--- config.mk ---
export PLATFORM = sky130hd
export DESIGN_NAME = periodic_and_timeout_timer_bank
export DESIGN_NICKNAME = d
export VERILOG_FILES = /design/src/ptb_pkg.sv /design/src/ptb_ram.sv /design/src/ptb_queue.sv /design/src/ptb_front.sv /design/src/ptb_back.sv /design/src/periodic_and_timeout_timer_bank.sv
export SDC_FILE = /design/constraint.sdc
export NUM_CORES = 1
export LEC_CHECK = 0
export ABC_AREA = 1
export BUFFER_PORTS_ARGS = -buffer_cell sky130_fd_sc_hd__buf_4
export CORE_ASPECT_RATIO = 0.6
export CORE_MARGIN = 2
export CORE_UTILIZATION = 55
export DETAILED_ROUTE_END_ITERATION = 16
export PLACE_DENSITY = 0.76
export SLEW_MARGIN = 20
export SYNTH_ARGS = -nofsm -noshare
export SYNTH_HDL_FRONTEND = slang
export SYNTH_SLANG_ARGS = --single-unit
--- constraint.sdc ---
create_clock -name clk_i -period 7.5 [get_ports clk_i]
set_clock_uncertainty 0.15 [all_clocks]
set_input_delay 0.375 -clock clk_i [delete_from_list [all_inputs] [get_ports clk_i]]
set_output_delay 0.375 -clock clk_i [all_outputs]
set_load 0.01 [all_outputs]
--- src/ptb_pkg.sv ---
package ptb_pkg;

  // Default sizes of the bank.
  localparam int unsigned PERIOD_SLOTS_DEF  = 8;
  localparam int unsigned TIMEOUT_SLOTS_DEF = 8;
  localparam int unsigned COUNT_WIDTH_DEF   = 16;

  // Fixed widths of the request and result fields.
  localparam int unsigned ACTION_W   = 3;
  localparam int unsigned SLOT_W     = 3;
  localparam int unsigned VALUE_W    = 16;
  localparam int unsigned MASK_W     = 8;
  localparam int unsigned CFG_W      = 4;
  localparam int unsigned CFG_ADDR_W = 1;

  // Depth of the command queue between the front and the back.
  localparam int unsigned QUEUE_DEPTH = 2;

  // Action codes of a request.
  localparam logic [ACTION_W-1:0] ACT_TICK   = 3'd0;
  localparam logic [ACTION_W-1:0] ACT_PSTART = 3'd1;
  localparam logic [ACTION_W-1:0] ACT_PSTOP  = 3'd2;
  localparam logic [ACTION_W-1:0] ACT_PCLEAR = 3'd3;
  localparam logic [ACTION_W-1:0] ACT_TSTART = 3'd4;
  localparam logic [ACTION_W-1:0] ACT_TSTOP  = 3'd5;

  // Configuration register indexes.
  localparam logic [CFG_ADDR_W-1:0] REG_PERIODS_IN_USE  = 1'b0;
  localparam logic [CFG_ADDR_W-1:0] REG_TIMEOUTS_IN_USE = 1'b1;

  localparam logic [CFG_W-1:0] IN_USE_RESET = 4'd8;

  // Classified operation handed to the back end.
  typedef enum logic [2:0] {
    OP_TICK,
    OP_PSTART,
    OP_PSTOP,
    OP_PCLEAR,
    OP_TSTART,
    OP_TSTOP,
    OP_REJECT
  } op_e;

  typedef struct packed {
    op_e                op;
    logic [SLOT_W-1:0]  slot;
    logic [VALUE_W-1:0] value;
  } cmd_t;

  typedef struct packed {
    logic full;
    logic empty;
  } q_status_t;

  typedef enum logic {
    ST_IDLE,
    ST_SWEEP
  } back_state_e;

endpackage

--- src/ptb_ram.sv ---
module ptb_ram #(
  parameter int unsigned WIDTH = 16,
  parameter int unsigned DEPTH = 8,
  localparam int unsigned AW = (DEPTH > 1) ? $clog2(DEPTH) : 1
) (
  input  logic             clk_i,
  input  logic             we_i,
  input  logic [AW-1:0]    waddr_i,
  input  logic [WIDTH-1:0] wdata_i,
  input  logic [AW-1:0]    raddr_i,
  output logic [WIDTH-1:0] rdata_o
);

  logic [WIDTH-1:0] mem_q [DEPTH];
  logic [WIDTH-1:0] rdata_q;

  // One write port and one registered read port.
  always_ff @(posedge clk_i) begin
    if (we_i) begin
      mem_q[waddr_i] <= wdata_i;
    end
    rdata_q <= mem_q[raddr_i];
  end

  assign rdata_o = rdata_q;

endmodule

--- src/ptb_queue.sv ---
module ptb_queue (
  input  logic                clk_i,
  input  logic                rst_ni,
  input  logic                push_i,
  input  ptb_pkg::cmd_t       data_i,
  input  logic                pop_i,
  output ptb_pkg::cmd_t       data_o,
  output ptb_pkg::q_status_t  status_o
);

  localparam int unsigned DEPTH = ptb_pkg::QUEUE_DEPTH;
  localparam int unsigned AW    = (DEPTH > 1) ? $clog2(DEPTH) : 1;
  localparam int unsigned NW    = $clog2(DEPTH + 1);

  ptb_pkg::cmd_t   mem_q [DEPTH];
  logic [AW-1:0]   wptr_q, wptr_d;
  logic [AW-1:0]   rptr_q, rptr_d;
  logic [NW-1:0]   cnt_q, cnt_d;

  // Pointer and fill count update.
  always_comb begin
    wptr_d = wptr_q;
    rptr_d = rptr_q;
    if (push_i) begin
      wptr_d = (wptr_q == AW'(DEPTH - 1)) ? '0 : wptr_q + 1'b1;
    end
    if (pop_i) begin
      rptr_d = (rptr_q == AW'(DEPTH - 1)) ? '0 : rptr_q + 1'b1;
    end
    cnt_d = cnt_q + NW'(push_i) - NW'(pop_i);
  end

  always_ff @(posedge clk_i or negedge rst_ni) begin
    if (!rst_ni) begin
      wptr_q <= '0;
      rptr_q <= '0;
      cnt_q  <= '0;
    end else begin
      wptr_q <= wptr_d;
      rptr_q <= rptr_d;
      cnt_q  <= cnt_d;
    end
  end

  // Entry storage.
  always_ff @(posedge clk_i) begin
    if (push_i) begin
      mem_q[wptr_q] <= data_i;
    end
  end

  assign data_o         = mem_q[rptr_q];
  assign status_o.full  = (cnt_q == NW'(DEPTH));
  assign status_o.empty = (cnt_q == '0);

  // The front must never push into a full queue.
  assert property (@(posedge clk_i) disable iff (!rst_ni)
    status_o.full |-> !push_i)
    else $error("Push into a full command queue.");

  // The back must never pop an empty queue.
  assert property (@(posedge clk_i) disable iff (!rst_ni)
    pop_i |-> !status_o.empty)
    else $error("Pop from an empty command queue.");

endmodule

--- src/ptb_front.sv ---
module ptb_front #(
  parameter int unsigned PERIOD_SLOTS  = ptb_pkg::PERIOD_SLOTS_DEF,
  parameter int unsigned TIMEOUT_SLOTS = ptb_pkg::TIMEOUT_SLOTS_DEF,
  localparam int unsigned PCNT_W = $clog2(PERIOD_SLOTS + 1),
  localparam int unsigned TCNT_W = $clog2(TIMEOUT_SLOTS + 1)
) (
  input  logic                          start_i,
  input  logic [ptb_pkg::ACTION_W-1:0]  action_i,
  input  logic [ptb_pkg::SLOT_W-1:0]    slot_i,
  input  logic [ptb_pkg::VALUE_W-1:0]   count_value_i,
  input  logic [PCNT_W-1:0]             p_in_use_i,
  input  logic [TCNT_W-1:0]             t_in_use_i,
  input  ptb_pkg::q_status_t            status_i,
  output logic                          busy_o,
  output logic                          push_o,
  output ptb_pkg::cmd_t                 cmd_o
);

  logic p_ok;
  logic t_ok;

  // A request is taken whenever the queue has room.
  assign busy_o = status_i.full;
  assign push_o = start_i && !status_i.full;

  // Slot range checks against the in-use counts.
  assign p_ok = (slot_i < p_in_use_i);
  assign t_ok = (slot_i < t_in_use_i);

  // Classify the request; out-of-range and unknown requests become rejects.
  always_comb begin
    cmd_o.slot  = slot_i;
    cmd_o.value = count_value_i;
    unique case (action_i)
      ptb_pkg::ACT_TICK:   cmd_o.op = ptb_pkg::OP_TICK;
      ptb_pkg::ACT_PSTART: cmd_o.op = p_ok ? ptb_pkg::OP_PSTART : ptb_pkg::OP_REJECT;
      ptb_pkg::ACT_PSTOP:  cmd_o.op = p_ok ? ptb_pkg::OP_PSTOP : ptb_pkg::OP_REJECT;
      ptb_pkg::ACT_PCLEAR: cmd_o.op = p_ok ? ptb_pkg::OP_PCLEAR : ptb_pkg::OP_REJECT;
      ptb_pkg::ACT_TSTART: cmd_o.op = t_ok ? ptb_pkg::OP_TSTART : ptb_pkg::OP_REJECT;
      ptb_pkg::ACT_TSTOP:  cmd_o.op = t_ok ? ptb_pkg::OP_TSTOP : ptb_pkg::OP_REJECT;
      default:             cmd_o.op = ptb_pkg::OP_REJECT;
    endcase
  end

endmodule

--- src/ptb_back.sv ---
module ptb_back #(
  parameter int unsigned PERIOD_SLOTS  = ptb_pkg::PERIOD_SLOTS_DEF,
  parameter int unsigned TIMEOUT_SLOTS = ptb_pkg::TIMEOUT_SLOTS_DEF,
  parameter int unsigned COUNT_WIDTH   = ptb_pkg::COUNT_WIDTH_DEF,
  localparam int unsigned PCNT_W = $clog2(PERIOD_SLOTS + 1),
  localparam int unsigned TCNT_W = $clog2(TIMEOUT_SLOTS + 1)
) (
  input  logic                         clk_i,
  input  logic                         rst_ni,
  input  logic                         q_empty_i,
  input  ptb_pkg::cmd_t                cmd_i,
  output logic                         pop_o,
  input  logic [PCNT_W-1:0]            p_in_use_i,
  input  logic [TCNT_W-1:0]            t_in_use_i,
  output logic                         done_o,
  output logic                         accepted_o,
  output logic [ptb_pkg::MASK_W-1:0]   period_done_mask_o,
  output logic [ptb_pkg::MASK_W-1:0]   timeout_expired_mask_o
);

  localparam int unsigned P   = PERIOD_SLOTS;
  localparam int unsigned T   = TIMEOUT_SLOTS;
  localparam int unsigned CW  = COUNT_WIDTH;
  localparam int unsigned SW  = (P > T) ? P : T;
  localparam int unsigned IW  = $clog2(SW + 1);
  localparam int unsigned SAW = (SW > 1) ? $clog2(SW) : 1;
  localparam int unsigned PAW = (P > 1) ? $clog2(P) : 1;
  localparam int unsigned TAW = (T > 1) ? $clog2(T) : 1;
  localparam int unsigned PX  = (P > ptb_pkg::MASK_W) ? P : ptb_pkg::MASK_W;
  localparam int unsigned TX  = (T > ptb_pkg::MASK_W) ? T : ptb_pkg::MASK_W;

  ptb_pkg::back_state_e state_q, state_d;

  logic [IW-1:0]   idx_q, idx_d;
  logic            proc_vld_q, proc_vld_d;
  logic [SAW-1:0]  proc_idx_q, proc_idx_d;
  logic [P-1:0]    act_q, act_d;
  logic [P-1:0]    pdone_q, pdone_d;
  logic [T-1:0]    tzero_q, tzero_d;
  logic            rep_q, rep_d;
  logic            rep_acc_q, rep_acc_d;

  logic                         res_vld_q;
  logic                         res_acc_q;
  logic [ptb_pkg::MASK_W-1:0]   pmask_q, tmask_q;
  logic [ptb_pkg::MASK_W-1:0]   pmask, tmask;

  logic            p_we, t_we;
  logic [PAW-1:0]  p_waddr, cmd_paddr;
  logic [TAW-1:0]  t_waddr, cmd_taddr;
  logic [2*CW-1:0] p_wdata, p_rdata;
  logic [CW-1:0]   t_wdata, t_rdata;
  logic [CW-1:0]   val, p_reload, p_dec, t_dec;
  logic [SW-1:0]   act_ext, tzero_ext;
  logic [PX-1:0]   pdone_ext;
  logic [TX-1:0]   tzero_mx;
  logic            p_slot_en, t_slot_en, sweep_last;

  // Counter storage: reload and count share one word per period slot.
  ptb_ram #(.WIDTH(2 * CW), .DEPTH(P)) u_period_ram (
    .clk_i   (clk_i),
    .we_i    (p_we),
    .waddr_i (p_waddr),
    .wdata_i (p_wdata),
    .raddr_i (idx_q[PAW-1:0]),
    .rdata_o (p_rdata)
  );

  ptb_ram #(.WIDTH(CW), .DEPTH(T)) u_timeout_ram (
    .clk_i   (clk_i),
    .we_i    (t_we),
    .waddr_i (t_waddr),
    .wdata_i (t_wdata),
    .raddr_i (idx_q[TAW-1:0]),
    .rdata_o (t_rdata)
  );

  // Command fields and sweep slot decode.
  assign val       = CW'(cmd_i.value);
  assign cmd_paddr = PAW'(cmd_i.slot);
  assign cmd_taddr = TAW'(cmd_i.slot);
  assign pop_o     = (state_q == ptb_pkg::ST_IDLE) && !q_empty_i;

  assign act_ext   = SW'(act_q);
  assign tzero_ext = SW'(tzero_q);
  assign p_reload  = p_rdata[2*CW-1:CW];
  assign p_dec     = p_rdata[CW-1:0] - 1'b1;
  assign t_dec     = t_rdata - 1'b1;

  assign p_slot_en = (proc_idx_q < P) && (proc_idx_q < p_in_use_i) && act_ext[proc_idx_q];
  assign t_slot_en = (proc_idx_q < T) && (proc_idx_q < t_in_use_i) && !tzero_ext[proc_idx_q];
  assign sweep_last = proc_vld_q && (proc_idx_q == SAW'(SW - 1));

  // Next state.
  always_comb begin
    state_d = state_q;
    unique case (state_q)
      ptb_pkg::ST_IDLE: begin
        if (pop_o && (cmd_i.op == ptb_pkg::OP_TICK)) begin
          state_d = ptb_pkg::ST_SWEEP;
        end
      end
      ptb_pkg::ST_SWEEP: begin
        if (sweep_last) begin
          state_d = ptb_pkg::ST_IDLE;
        end
      end
    endcase
  end

  // Command execution and the tick sweep, one slot per cycle.
  always_comb begin
    idx_d      = idx_q;
    proc_vld_d = 1'b0;
    proc_idx_d = proc_idx_q;
    act_d      = act_q;
    pdone_d    = pdone_q;
    tzero_d    = tzero_q;
    rep_d      = 1'b0;
    rep_acc_d  = rep_acc_q;
    p_we       = 1'b0;
    p_waddr    = cmd_paddr;
    p_wdata    = {val, val};
    t_we       = 1'b0;
    t_waddr    = cmd_taddr;
    t_wdata    = val;
    unique case (state_q)
      ptb_pkg::ST_IDLE: begin
        idx_d = '0;
        if (pop_o) begin
          rep_d     = (cmd_i.op != ptb_pkg::OP_TICK);
          rep_acc_d = (cmd_i.op != ptb_pkg::OP_REJECT);
          unique case (cmd_i.op)
            ptb_pkg::OP_PSTART: begin
              p_we             = 1'b1;
              act_d[cmd_paddr]   = 1'b1;
              pdone_d[cmd_paddr] = 1'b0;
            end
            ptb_pkg::OP_PSTOP: begin
              act_d[cmd_paddr] = 1'b0;
            end
            ptb_pkg::OP_PCLEAR: begin
              pdone_d[cmd_paddr] = 1'b0;
            end
            ptb_pkg::OP_TSTART: begin
              t_we               = 1'b1;
              tzero_d[cmd_taddr] = (val == '0);
            end
            ptb_pkg::OP_TSTOP: begin
              tzero_d[cmd_taddr] = 1'b1;
            end
            default: begin
            end
          endcase
        end
      end
      ptb_pkg::ST_SWEEP: begin
        // Issue the read of the next slot.
        if (idx_q < SW) begin
          idx_d      = idx_q + 1'b1;
          proc_vld_d = 1'b1;
          proc_idx_d = idx_q[SAW-1:0];
        end
        // Update the slot whose words came back from the memories.
        if (proc_vld_q) begin
          p_waddr = proc_idx_q[PAW-1:0];
          t_waddr = proc_idx_q[TAW-1:0];
          if (p_slot_en) begin
            p_we = 1'b1;
            if (p_dec == '0) begin
              pdone_d[proc_idx_q[PAW-1:0]] = 1'b1;
              p_wdata = {p_reload, p_reload};
            end else begin
              p_wdata = {p_reload, p_dec};
            end
          end
          if (t_slot_en) begin
            t_we    = 1'b1;
            t_wdata = t_dec;
            if (t_dec == '0) begin
              tzero_d[proc_idx_q[TAW-1:0]] = 1'b1;
            end
          end
        end
        if (sweep_last) begin
          rep_d     = 1'b1;
          rep_acc_d = 1'b1;
        end
      end
    endcase
  end

  // Status masks over the in-use slots.
  assign pdone_ext = PX'(pdone_q);
  assign tzero_mx  = TX'(tzero_q);

  always_comb begin
    for (int i = 0; i < ptb_pkg::MASK_W; i++) begin
      pmask[i] = pdone_ext[i] && (p_in_use_i > i);
      tmask[i] = tzero_mx[i] && (t_in_use_i > i);
    end
  end

  always_ff @(posedge clk_i or negedge rst_ni) begin
    if (!rst_ni) begin
      state_q    <= ptb_pkg::ST_IDLE;
      idx_q      <= '0;
      proc_vld_q <= 1'b0;
      proc_idx_q <= '0;
      act_q      <= '0;
      pdone_q    <= '0;
      tzero_q    <= '1;
      rep_q      <= 1'b0;
      rep_acc_q  <= 1'b0;
      res_vld_q  <= 1'b0;
    end else begin
      state_q    <= state_d;
      idx_q      <= idx_d;
      proc_vld_q <= proc_vld_d;
      proc_idx_q <= proc_idx_d;
      act_q      <= act_d;
      pdone_q    <= pdone_d;
      tzero_q    <= tzero_d;
      rep_q      <= rep_d;
      rep_acc_q  <= rep_acc_d;
      res_vld_q  <= rep_q;
    end
  end

  // Result payload, registered from the settled state while a report is due.
  always_ff @(posedge clk_i) begin
    if (rep_q) begin
      res_acc_q <= rep_acc_q;
      pmask_q   <= pmask;
      tmask_q   <= tmask;
    end
  end

  assign done_o                 = res_vld_q;
  assign accepted_o             = res_acc_q;
  assign period_done_mask_o     = pmask_q;
  assign timeout_expired_mask_o = tmask_q;

  // The slot in the update stage is always the one read just before.
  assert property (@(posedge clk_i) disable iff (!rst_ni)
    proc_vld_q |-> (idx_q == IW'(proc_idx_q) + 1'b1))
    else $error("Sweep read and update stages are misaligned.");

  // No slot update is pending once the sweep has ended.
  assert property (@(posedge clk_i) disable iff (!rst_ni)
    (state_q == ptb_pkg::ST_IDLE) |-> !proc_vld_q)
    else $error("Slot update pending outside a sweep.");

  // Every finished sweep produces a report.
  assert property (@(posedge clk_i) disable iff (!rst_ni)
    $fell(state_q == ptb_pkg::ST_SWEEP) |-> rep_q)
    else $error("Tick sweep ended without a result.");

endmodule

--- src/periodic_and_timeout_timer_bank.sv ---
// Bank of periodic reload timers and one-shot timeouts.
// Requests: drive action_i, slot_i and count_value_i with start_i high; a request
// is taken at a rising edge where start_i is high and busy_o is low. busy_o is
// high only while the two-entry command queue is full.
// Configuration: cfg_we_i writes cfg_wdata_i into register cfg_addr_i (0 is the
// number of period slots in use, 1 the number of timeout slots in use); the user
// must write only while the bank is idle, which the block itself does not enforce.
// Results: one per request, on accepted_o and the two masks for exactly one
// cycle while done_o is high; the receiver cannot stall and results are never
// held back.
// Order: a command result passes through the command queue, the report flag and
// the result registers; a tick sweeps all slots through the counter memories one per
// cycle, and its result then passes through the same report and result registers.
// Throughput: one command per cycle while the back end is idle; a tick holds the
// back end in its sweep over the memories while later requests wait in the queue.
// Reset: all timers are inactive, no done flags, all timeouts expired, and both
// in-use counts are 8. The counter memories need no clearing pass.
module periodic_and_timeout_timer_bank #(
  parameter int unsigned PERIOD_SLOTS  = ptb_pkg::PERIOD_SLOTS_DEF,
  parameter int unsigned TIMEOUT_SLOTS = ptb_pkg::TIMEOUT_SLOTS_DEF,
  parameter int unsigned COUNT_WIDTH   = ptb_pkg::COUNT_WIDTH_DEF
) (
  input  logic                            clk_i,
  input  logic                            rst_ni,
  input  logic                            cfg_we_i,
  input  logic [ptb_pkg::CFG_ADDR_W-1:0]  cfg_addr_i,
  input  logic [ptb_pkg::CFG_W-1:0]       cfg_wdata_i,
  input  logic                            start_i,
  input  logic [ptb_pkg::ACTION_W-1:0]    action_i,
  input  logic [ptb_pkg::SLOT_W-1:0]      slot_i,
  input  logic [ptb_pkg::VALUE_W-1:0]     count_value_i,
  output logic                            busy_o,
  output logic                            done_o,
  output logic                            accepted_o,
  output logic [ptb_pkg::MASK_W-1:0]      period_done_mask_o,
  output logic [ptb_pkg::MASK_W-1:0]      timeout_expired_mask_o
);

  localparam int unsigned PCNT_W = $clog2(PERIOD_SLOTS + 1);
  localparam int unsigned TCNT_W = $clog2(TIMEOUT_SLOTS + 1);

  logic [ptb_pkg::CFG_W-1:0] p_cfg_q, p_cfg_d;
  logic [ptb_pkg::CFG_W-1:0] t_cfg_q, t_cfg_d;
  logic [PCNT_W-1:0]         p_in_use;
  logic [TCNT_W-1:0]         t_in_use;

  ptb_pkg::q_status_t q_status;
  ptb_pkg::cmd_t      push_cmd;
  ptb_pkg::cmd_t      head_cmd;
  logic               push;
  logic               pop;

  // Configuration registers.
  always_comb begin
    p_cfg_d = p_cfg_q;
    t_cfg_d = t_cfg_q;
    if (cfg_we_i) begin
      unique case (cfg_addr_i)
        ptb_pkg::REG_PERIODS_IN_USE:  p_cfg_d = cfg_wdata_i;
        ptb_pkg::REG_TIMEOUTS_IN_USE: t_cfg_d = cfg_wdata_i;
      endcase
    end
  end

  always_ff @(posedge clk_i or negedge rst_ni) begin
    if (!rst_ni) begin
      p_cfg_q <= ptb_pkg::IN_USE_RESET;
      t_cfg_q <= ptb_pkg::IN_USE_RESET;
    end else begin
      p_cfg_q <= p_cfg_d;
      t_cfg_q <= t_cfg_d;
    end
  end

  // In-use counts are limited to the number of slots built.
  assign p_in_use = (p_cfg_q > PERIOD_SLOTS) ? PCNT_W'(PERIOD_SLOTS) : PCNT_W'(p_cfg_q);
  assign t_in_use = (t_cfg_q > TIMEOUT_SLOTS) ? TCNT_W'(TIMEOUT_SLOTS) : TCNT_W'(t_cfg_q);

  ptb_front #(
    .PERIOD_SLOTS  (PERIOD_SLOTS),
    .TIMEOUT_SLOTS (TIMEOUT_SLOTS)
  ) u_front (
    .start_i       (start_i),
    .action_i      (action_i),
    .slot_i        (slot_i),
    .count_value_i (count_value_i),
    .p_in_use_i    (p_in_use),
    .t_in_use_i    (t_in_use),
    .status_i      (q_status),
    .busy_o        (busy_o),
    .push_o        (push),
    .cmd_o         (push_cmd)
  );

  ptb_queue u_queue (
    .clk_i    (clk_i),
    .rst_ni   (rst_ni),
    .push_i   (push),
    .data_i   (push_cmd),
    .pop_i    (pop),
    .data_o   (head_cmd),
    .status_o (q_status)
  );

  ptb_back #(
    .PERIOD_SLOTS  (PERIOD_SLOTS),
    .TIMEOUT_SLOTS (TIMEOUT_SLOTS),
    .COUNT_WIDTH   (COUNT_WIDTH)
  ) u_back (
    .clk_i                  (clk_i),
    .rst_ni                 (rst_ni),
    .q_empty_i              (q_status.empty),
    .cmd_i                  (head_cmd),
    .pop_o                  (pop),
    .p_in_use_i             (p_in_use),
    .t_in_use_i             (t_in_use),
    .done_o                 (done_o),
    .accepted_o             (accepted_o),
    .period_done_mask_o     (period_done_mask_o),
    .timeout_expired_mask_o (timeout_expired_mask_o)
  );

endmodule

# Word level (Yosys, flattened, before mapping)
# Memories as Yosys holds them, arrays and structs flattened. A register that Yosys moved wholly into a read port is not among the register bits.
# Cells that the tools add are included.
dict set report classes {
  n_addsub 7
  magnitude_cmp 27
  n_eq_ne 23
  n_mux 70
  n_bitwise 9
  n_reduce_logical 43
}
# cell count
set op_table {}
lappend op_table {{$mux 32} 3}
lappend op_table {{$mux 8} 9}
lappend op_table {{$mux 16} 4}
lappend op_table {{$pmux 8 s2} 4}
lappend op_table {{$logic_not 16->1} 3}
lappend op_table {{$gt 4x3->1 const B} 8}
lappend op_table {{$or 8x8->8} 4}
lappend op_table {{$sub 16x1->16 const B} 2}
lappend op_table {{$mux 1} 28}
lappend op_table {{$logic_and 1x1->1} 24}
lappend op_table {{$pmux 3 s6} 1}
lappend op_table {{$and 8x8->8} 2}
lappend op_table {{$gt 4x1->1 const B} 4}
lappend op_table {{$gt 4x2->1 const B} 4}
lappend op_table {{$lt 3x4->1} 4}
lappend op_table {{$ne 2x2->1 const B} 8}
lappend op_table {{$eq 3x3->1 const B} 5}
lappend op_table {{$mux 3} 5}
lappend op_table {{$eq 3x2->1 const B} 4}
lappend op_table {{$mux 4} 3}
lappend op_table {{$pmux 1 s2} 5}
lappend op_table {{$reduce_and 5->1} 2}
lappend op_table {{$bwmux 8} 1}
lappend op_table {{$gt 4x4->1 const B} 2}
lappend op_table {{other kinds (25)} 40}
dict set report word_totals {
  ff_bits 65
  mem_bits_rw 428
  inputBits 31
  word_cells 200
  memories 3
}
# memory depth width rd rd_clocked_by_memory_dff write_ports line_no
set memory_table {}
lappend memory_table {u_back.u_period_ram.mem_q 8 32 1 1 1 ptb_ram.sv:14} ;# logic [WIDTH-1:0] mem_q [DEPTH];
lappend memory_table {u_back.u_timeout_ram.mem_q 8 16 1 1 1 ptb_ram.sv:14}
lappend memory_table {u_queue.mem_q 2 22 1 0 1 ptb_queue.sv:15} ;# ptb_pkg::cmd_t mem_q [DEPTH];

# Logic depth before layout (Yosys ltp)
# An unclocked memory read counts as a cell.
dict set report depth {
  word_depth 10
  mapped_depth 16
  mapped_depth_nobuf 16
}

# Cells and area by module
# Synthesis repeated with hierarchy kept, for this count alone.
dict set report hier_totals {
  cells_unflattened 2754
  hier_area_um2 25189.2
}
# module n_inst cells_per_inst area_per_inst_um2 seq_area_each_um2
set by_module_without_submodules {}
lappend by_module_without_submodules {{ptb_ram at u_back.u_period_ram} 1 1156 11872.6 8328.0}
lappend by_module_without_submodules {{ptb_ram at u_back.u_timeout_ram} 1 587 5989.5 4164.0}
lappend by_module_without_submodules {ptb_back 1 758 4616.9 1421.4}
lappend by_module_without_submodules {ptb_queue 1 140 1958.1 1421.4}
lappend by_module_without_submodules {periodic_and_timeout_timer_bank 1 50 387.9 202.7}
lappend by_module_without_submodules {ptb_front 1 63 364.1 0.0}

# Worst setup path before layout
# Ideal clock, no wire load.
dict set report synth_timing {
  path_kind {register -> register}
  startpoint {register p_cfg_q[3] in the netlist's numbering}
  endpoint {memory u_back.u_period_ram.mem_q[0][0] in the netlist's numbering, enable pin}
  setup_time_ps 421
  arrival_ps 3108
  required_time_ps 6929
  setup_slack_ps 3821
  path_stages_with_launch 14
  period_less_slack_ps 3679
  path_cell_list {dfstp_2 > clkbuf_1 > inv_1 > nand2_1 > ha_1 > inv_1 > nor2_1 > nand2_1 > nand2_1 > nor2_4 > inv_2 > nand2_1 > inv_1 > nor2_1}
}
dict set report synth_via {
  elab_chain_len 9
}
# item line_no
set synth_lines {}
lappend synth_lines {{start, declared} periodic_and_timeout_timer_bank.sv:42} ;# logic [ptb_pkg::CFG_W-1:0] p_cfg_q, p_cfg_d;
lappend synth_lines {{start signal, assigned} periodic_and_timeout_timer_bank.sv:67} ;# p_cfg_q <= ptb_pkg::IN_USE_RESET;
lappend synth_lines {{start signal, assigned} periodic_and_timeout_timer_bank.sv:70} ;# p_cfg_q <= p_cfg_d;
lappend synth_lines {{$gt 4x4->1} periodic_and_timeout_timer_bank.sv:76} ;# assign p_in_use = (p_cfg_q > PERIOD_SLOTS) ? PCNT_W'(PERIOD_SLOTS) : PCNT_W'(p_cfg_q);
lappend synth_lines {{$mux 4 *} periodic_and_timeout_timer_bank.sv:76}
lappend synth_lines {{$lt 3x4->1 *} ptb_back.sv:90} ;# assign p_slot_en = (proc_idx_q < P) && (proc_idx_q < p_in_use_i) && act_ext[proc_idx_q];
lappend synth_lines {{$logic_and 1x1->1 *} ptb_back.sv:90}
lappend synth_lines {{$mux 1 *} ptb_back.sv:168} ;# if (p_slot_en) begin
lappend synth_lines {{$mux 1 *} ptb_back.sv:165} ;# if (proc_vld_q) begin
lappend synth_lines {{$pmux 1 s2 *} ptb_back.sv:127} ;# unique case (state_q)
lappend synth_lines {{$mux 1 *} ptb_ram.sv:19} ;# if (we_i) begin
lappend synth_lines {{$mux 1 (implied by the code) *} ptb_ram.sv:20} ;# mem_q[waddr_i] <= wdata_i;
lappend synth_lines {{end, declared} ptb_ram.sv:14}
# Mark *: on every way between the ends. The rest lies on a longest branch, timed or not.

# Worst setup path in the final report
dict set report layout_timing {
  startpoint {register p_cfg_q[1] in the netlist's numbering}
  endpoint {memory u_back.u_period_ram.mem_q[2][14] in the netlist's numbering, enable pin}
}
# Same word-level chain as after synthesis.

==> results.cfg <==
[worst_setup_path]
crit_chain = inv_1 > nand3_1 > nand2_1 > nand2_1 > ha_1 > o21ai_0 > nand2_1 > nand2_1 > nand2_1 > nor2_4 > inv_2 > nand2_1 > inv_1 > nor2_4
worstRegToRegCells = 14
cpMostUsedCell = nand2_1
cp_num_buf_inv = 3
crit_arrival_ns = 4.17
r2r_end = u_back.u_period_ram.mem_q[2][14]
crit_fanout = 35
timing.rr.start = p_cfg_q[1]
crit_path_end = u_back.u_period_ram.mem_q[2][14]
crit_start = p_cfg_q[1]
worst_path_max_delay_cell = nor2_4
crit_required_ns = 7.53
cp_top_family = simple AND/OR/NAND/NOR gates
reg2reg_slack_ns = 3.36
slowest_delay_ns = 0.93
crit_cells = 14
cp-start-kind = flop
critPathCaptureType = flop
path_class = flop to flop

[layout]
drive_gt1_frac = 0.112
nets = 2196
multiInputGateArea_mm2 = 0.00650
final_util = 0.632
fin_cells = 2748
fillers = 3096
regArea_mm2 = 0.0155
area_delta_synth_final_pct = 12.4

[pwr]
powerDensity_mw_per_mm2 = 456
vdd_drop_max_mv = 0.497
clockPowerShare = 0.214
seqPwrFrac = 0.428
p_comb_frac = 0.358
switchingPower_w = 0.00472
swShare = 0.402
p_int_w = 0.00703
leakagePower_nw = 9.46

[placement]
io_buffers = 49
dp_slack_ns = 3.35
placedCellCount = 2634
dp_hpwl_um = 40400
place.gp.congestion = 1.01

[timing]
period_minus_slack_ns = 4.14
setup_viol = 0
setup_slack_ns = 3.36
timing.slew.headroom = 0.153
finalSetupTns_ns = 0
fin_crit_sh = 0.552
fmax_ghz = 0.242
worst_slew_pin_slew_ns = 1.26
drv_slew = 0
hold_viol_final = 0
rsz0062_at_grt = no

[synth]
syn-cell-area_mm2 = 0.0229
syn_inst = 2097
synth_fa_ha_area_frac = 0.00818
synth_top_family_by_area = simple AND/OR/NAND/NOR gates
syn-num-nets = 2143
synth-seq-area-share = 0.678
synth_edf_count = 445
synth-compound-area-share = 0.106
ys_top_cells_by_area = edfxtp_1, nor2_1, o21ai_0
ys_ff_latch = 541
synthSimpleGateAreaFrac = 0.158
yosys.area.top_type = edfxtp_1
syn_area_per_cell_um2 = 10.9
muxShareOfSynthArea = 0.00306
async_flop_share = 0.0887
ys.flop_type = edfxtp_1
synth_top_area_share = 0.583
synth-xor-area-share = 0.00458
yosys_warnings = 0
yosysUniqueCellTypes = 55

[grt]
antenna_found_initial = 1
grt_pass1_wl_um = 92200
grt_remaining_overflow = 0
grt_use_total = 0.284
grt_max_degree = 171
first_global_vias = 15200

[clocking]
clk_pin_slew_ns = 0.07
clk_latency_ns = 0.57
ctsResizeCount = 0
root_buffer = clkbuf_16
numCtsBuffers = 48
clkSinkCount = 541
hold_buffers = 24
cts_setup_buffers = 0
cts_max_level = 2
clock_path_buffers = 3
cts_tree = built

[die]
initial_core_util = 0.562
rows = 57
die_w_um = 268
io_pins = 50
die_area_mm2 = 0.0434
die_h_um = 162
coreArea_mm2 = 0.0408

[routing]
dr.pass1.iters = 8
via_per_inst = 6.01
antenna_left = 0
drc_errors = 0
routedWlPerCell_um = 22.3
routed_wl_um = 61300
vias = 16500
drt_first_iter_violations = 3010

[outcome]
status = finished clean

[min_path]
worstHoldPathCells = 3
min_path_type = primary input to flop

[flow_run]
cap_violations = 0
## through the flow
stage               hold WS [ns]  cell area [um2]  power [W]
floorplan                -0.0706            22900    0.00750
global placement           0.284            23800    0.00892
detailed placement         0.291            23900    0.00907
finish                    0.0154            25800     0.0117
global route              0.0169            25800     0.0123
CTS                     0.000435            25700     0.0116
## state kept, by name, indices dropped and copies added, names as in the netlist, 3 cells and up, named ones only
register and flops:
u_back.u_timeout_ram.mem_q 128, u_back.pdone_ext 8, p_cfg_q 4, u_back.u_period_ram.rdata_o 32
u_back.u_timeout_ram.rdata_o 16, u_back.timeout_expired_mask_o 8, u_queue.mem_q 44, u_back.period_done_mask_o 8
u_back.idx_q 4, u_back.tzero_ext 8, u_back.u_period_ram.mem_q 256, t_cfg_q 4
u_back.proc_idx_q 3
## cells in the final DEF, fill, tap and decap left out, types with 48 or more instances in the layout
cell and instances:
buf_4 68, nand2_1 242, dfxtp_1 48, nor2_1 437
a31oi_1 60, edfxtp_1 445, nand3_1 73, clkbuf_16 49
o22ai_1 50, inv_1 134, o21ai_0 260
## power groups by stage
stage	combinational, W	clock (W)	sequential (W)
floorplan	0.00264	0	0.00486
global placement	0.00387	0	0.00505
detailed placement	0.00400	0	0.00506
CTS	0.00405	0.00253	0.00501
global route	0.00453	0.00265	0.00508
finish	0.00420	0.00251	0.00503
## cell type report
class	instances	area share
flip-flops and latches	541	0.603
multi-input cells	1314	0.252
clock buffers	63	0.0519
repair buffers	98	0.0344
well taps	560	0.0272
inverters	147	0.0216
clock inverters	24	0.00976
diodes	1	0.0000971
## cell families (layout without fill, tap and decap cells)
logic type                 count (synthesis)  after routing
AOI/OAI and AO/OA                        437            437
xor gates and xnor gates                  12             12
adders and majority gates                 15             15
buffers and inverters                    242            332
DFF                                      541            541
muxes                                      7              7
other                                      0              1
and+or+nand+nor                          843            843
## cells in the mapped netlist (10+ instances only)
master and instances:
nand2_1 242, inv_1 135, dfstp_2 10, o21ai_0 267, clkbuf_1 68, nor2_1 447, o22ai_1 50, dfrtp_1 38
dfxtp_1 48, a21oi_1 23, a31oi_1 60, edfxtp_1 445, inv_2 11, nand3_1 73, nand4_1 15, nand3_2 16
ha_1 15, buf_2 10
## worst reg2reg max path: stages (launching register included)
cell and delay (ns):
dfrtp_1 0.41, inv_1 0.13, nand3_1 0.11, nand2_1 0.08, nand2_1 0.08, ha_1 0.27, o21ai_0 0.08, nand2_1 0.07
nand2_1 0.06, nand2_1 0.08, nor2_4 0.43, inv_2 0.41, nand2_1 0.15, inv_1 0.29, nor2_4 0.93
## layer usage
metal,share of wire,GRT usage
met5,0.00049,0.00563
met1,0.45,0.464
met2,0.39,0.367
met3,0.15,0.0890
met4,0.015,0.0513
## worst min-delay path by stage
stage | startpoint | end
4_1_cts | action_i[0] | u_queue.mem_q[0][21]
2_1_floorplan | rst_ni | async pin
3_5_place_dp | rst_ni | u_queue.cnt_q[1]
5_1_grt | action_i[0] | u_queue.mem_q[1][21]
6_report | action_i[0] | u_queue.mem_q[0][21]
3_3_place_gp | rst_ni | u_back.done_o
No activity file was read; power rests on OpenSTA's default activity.
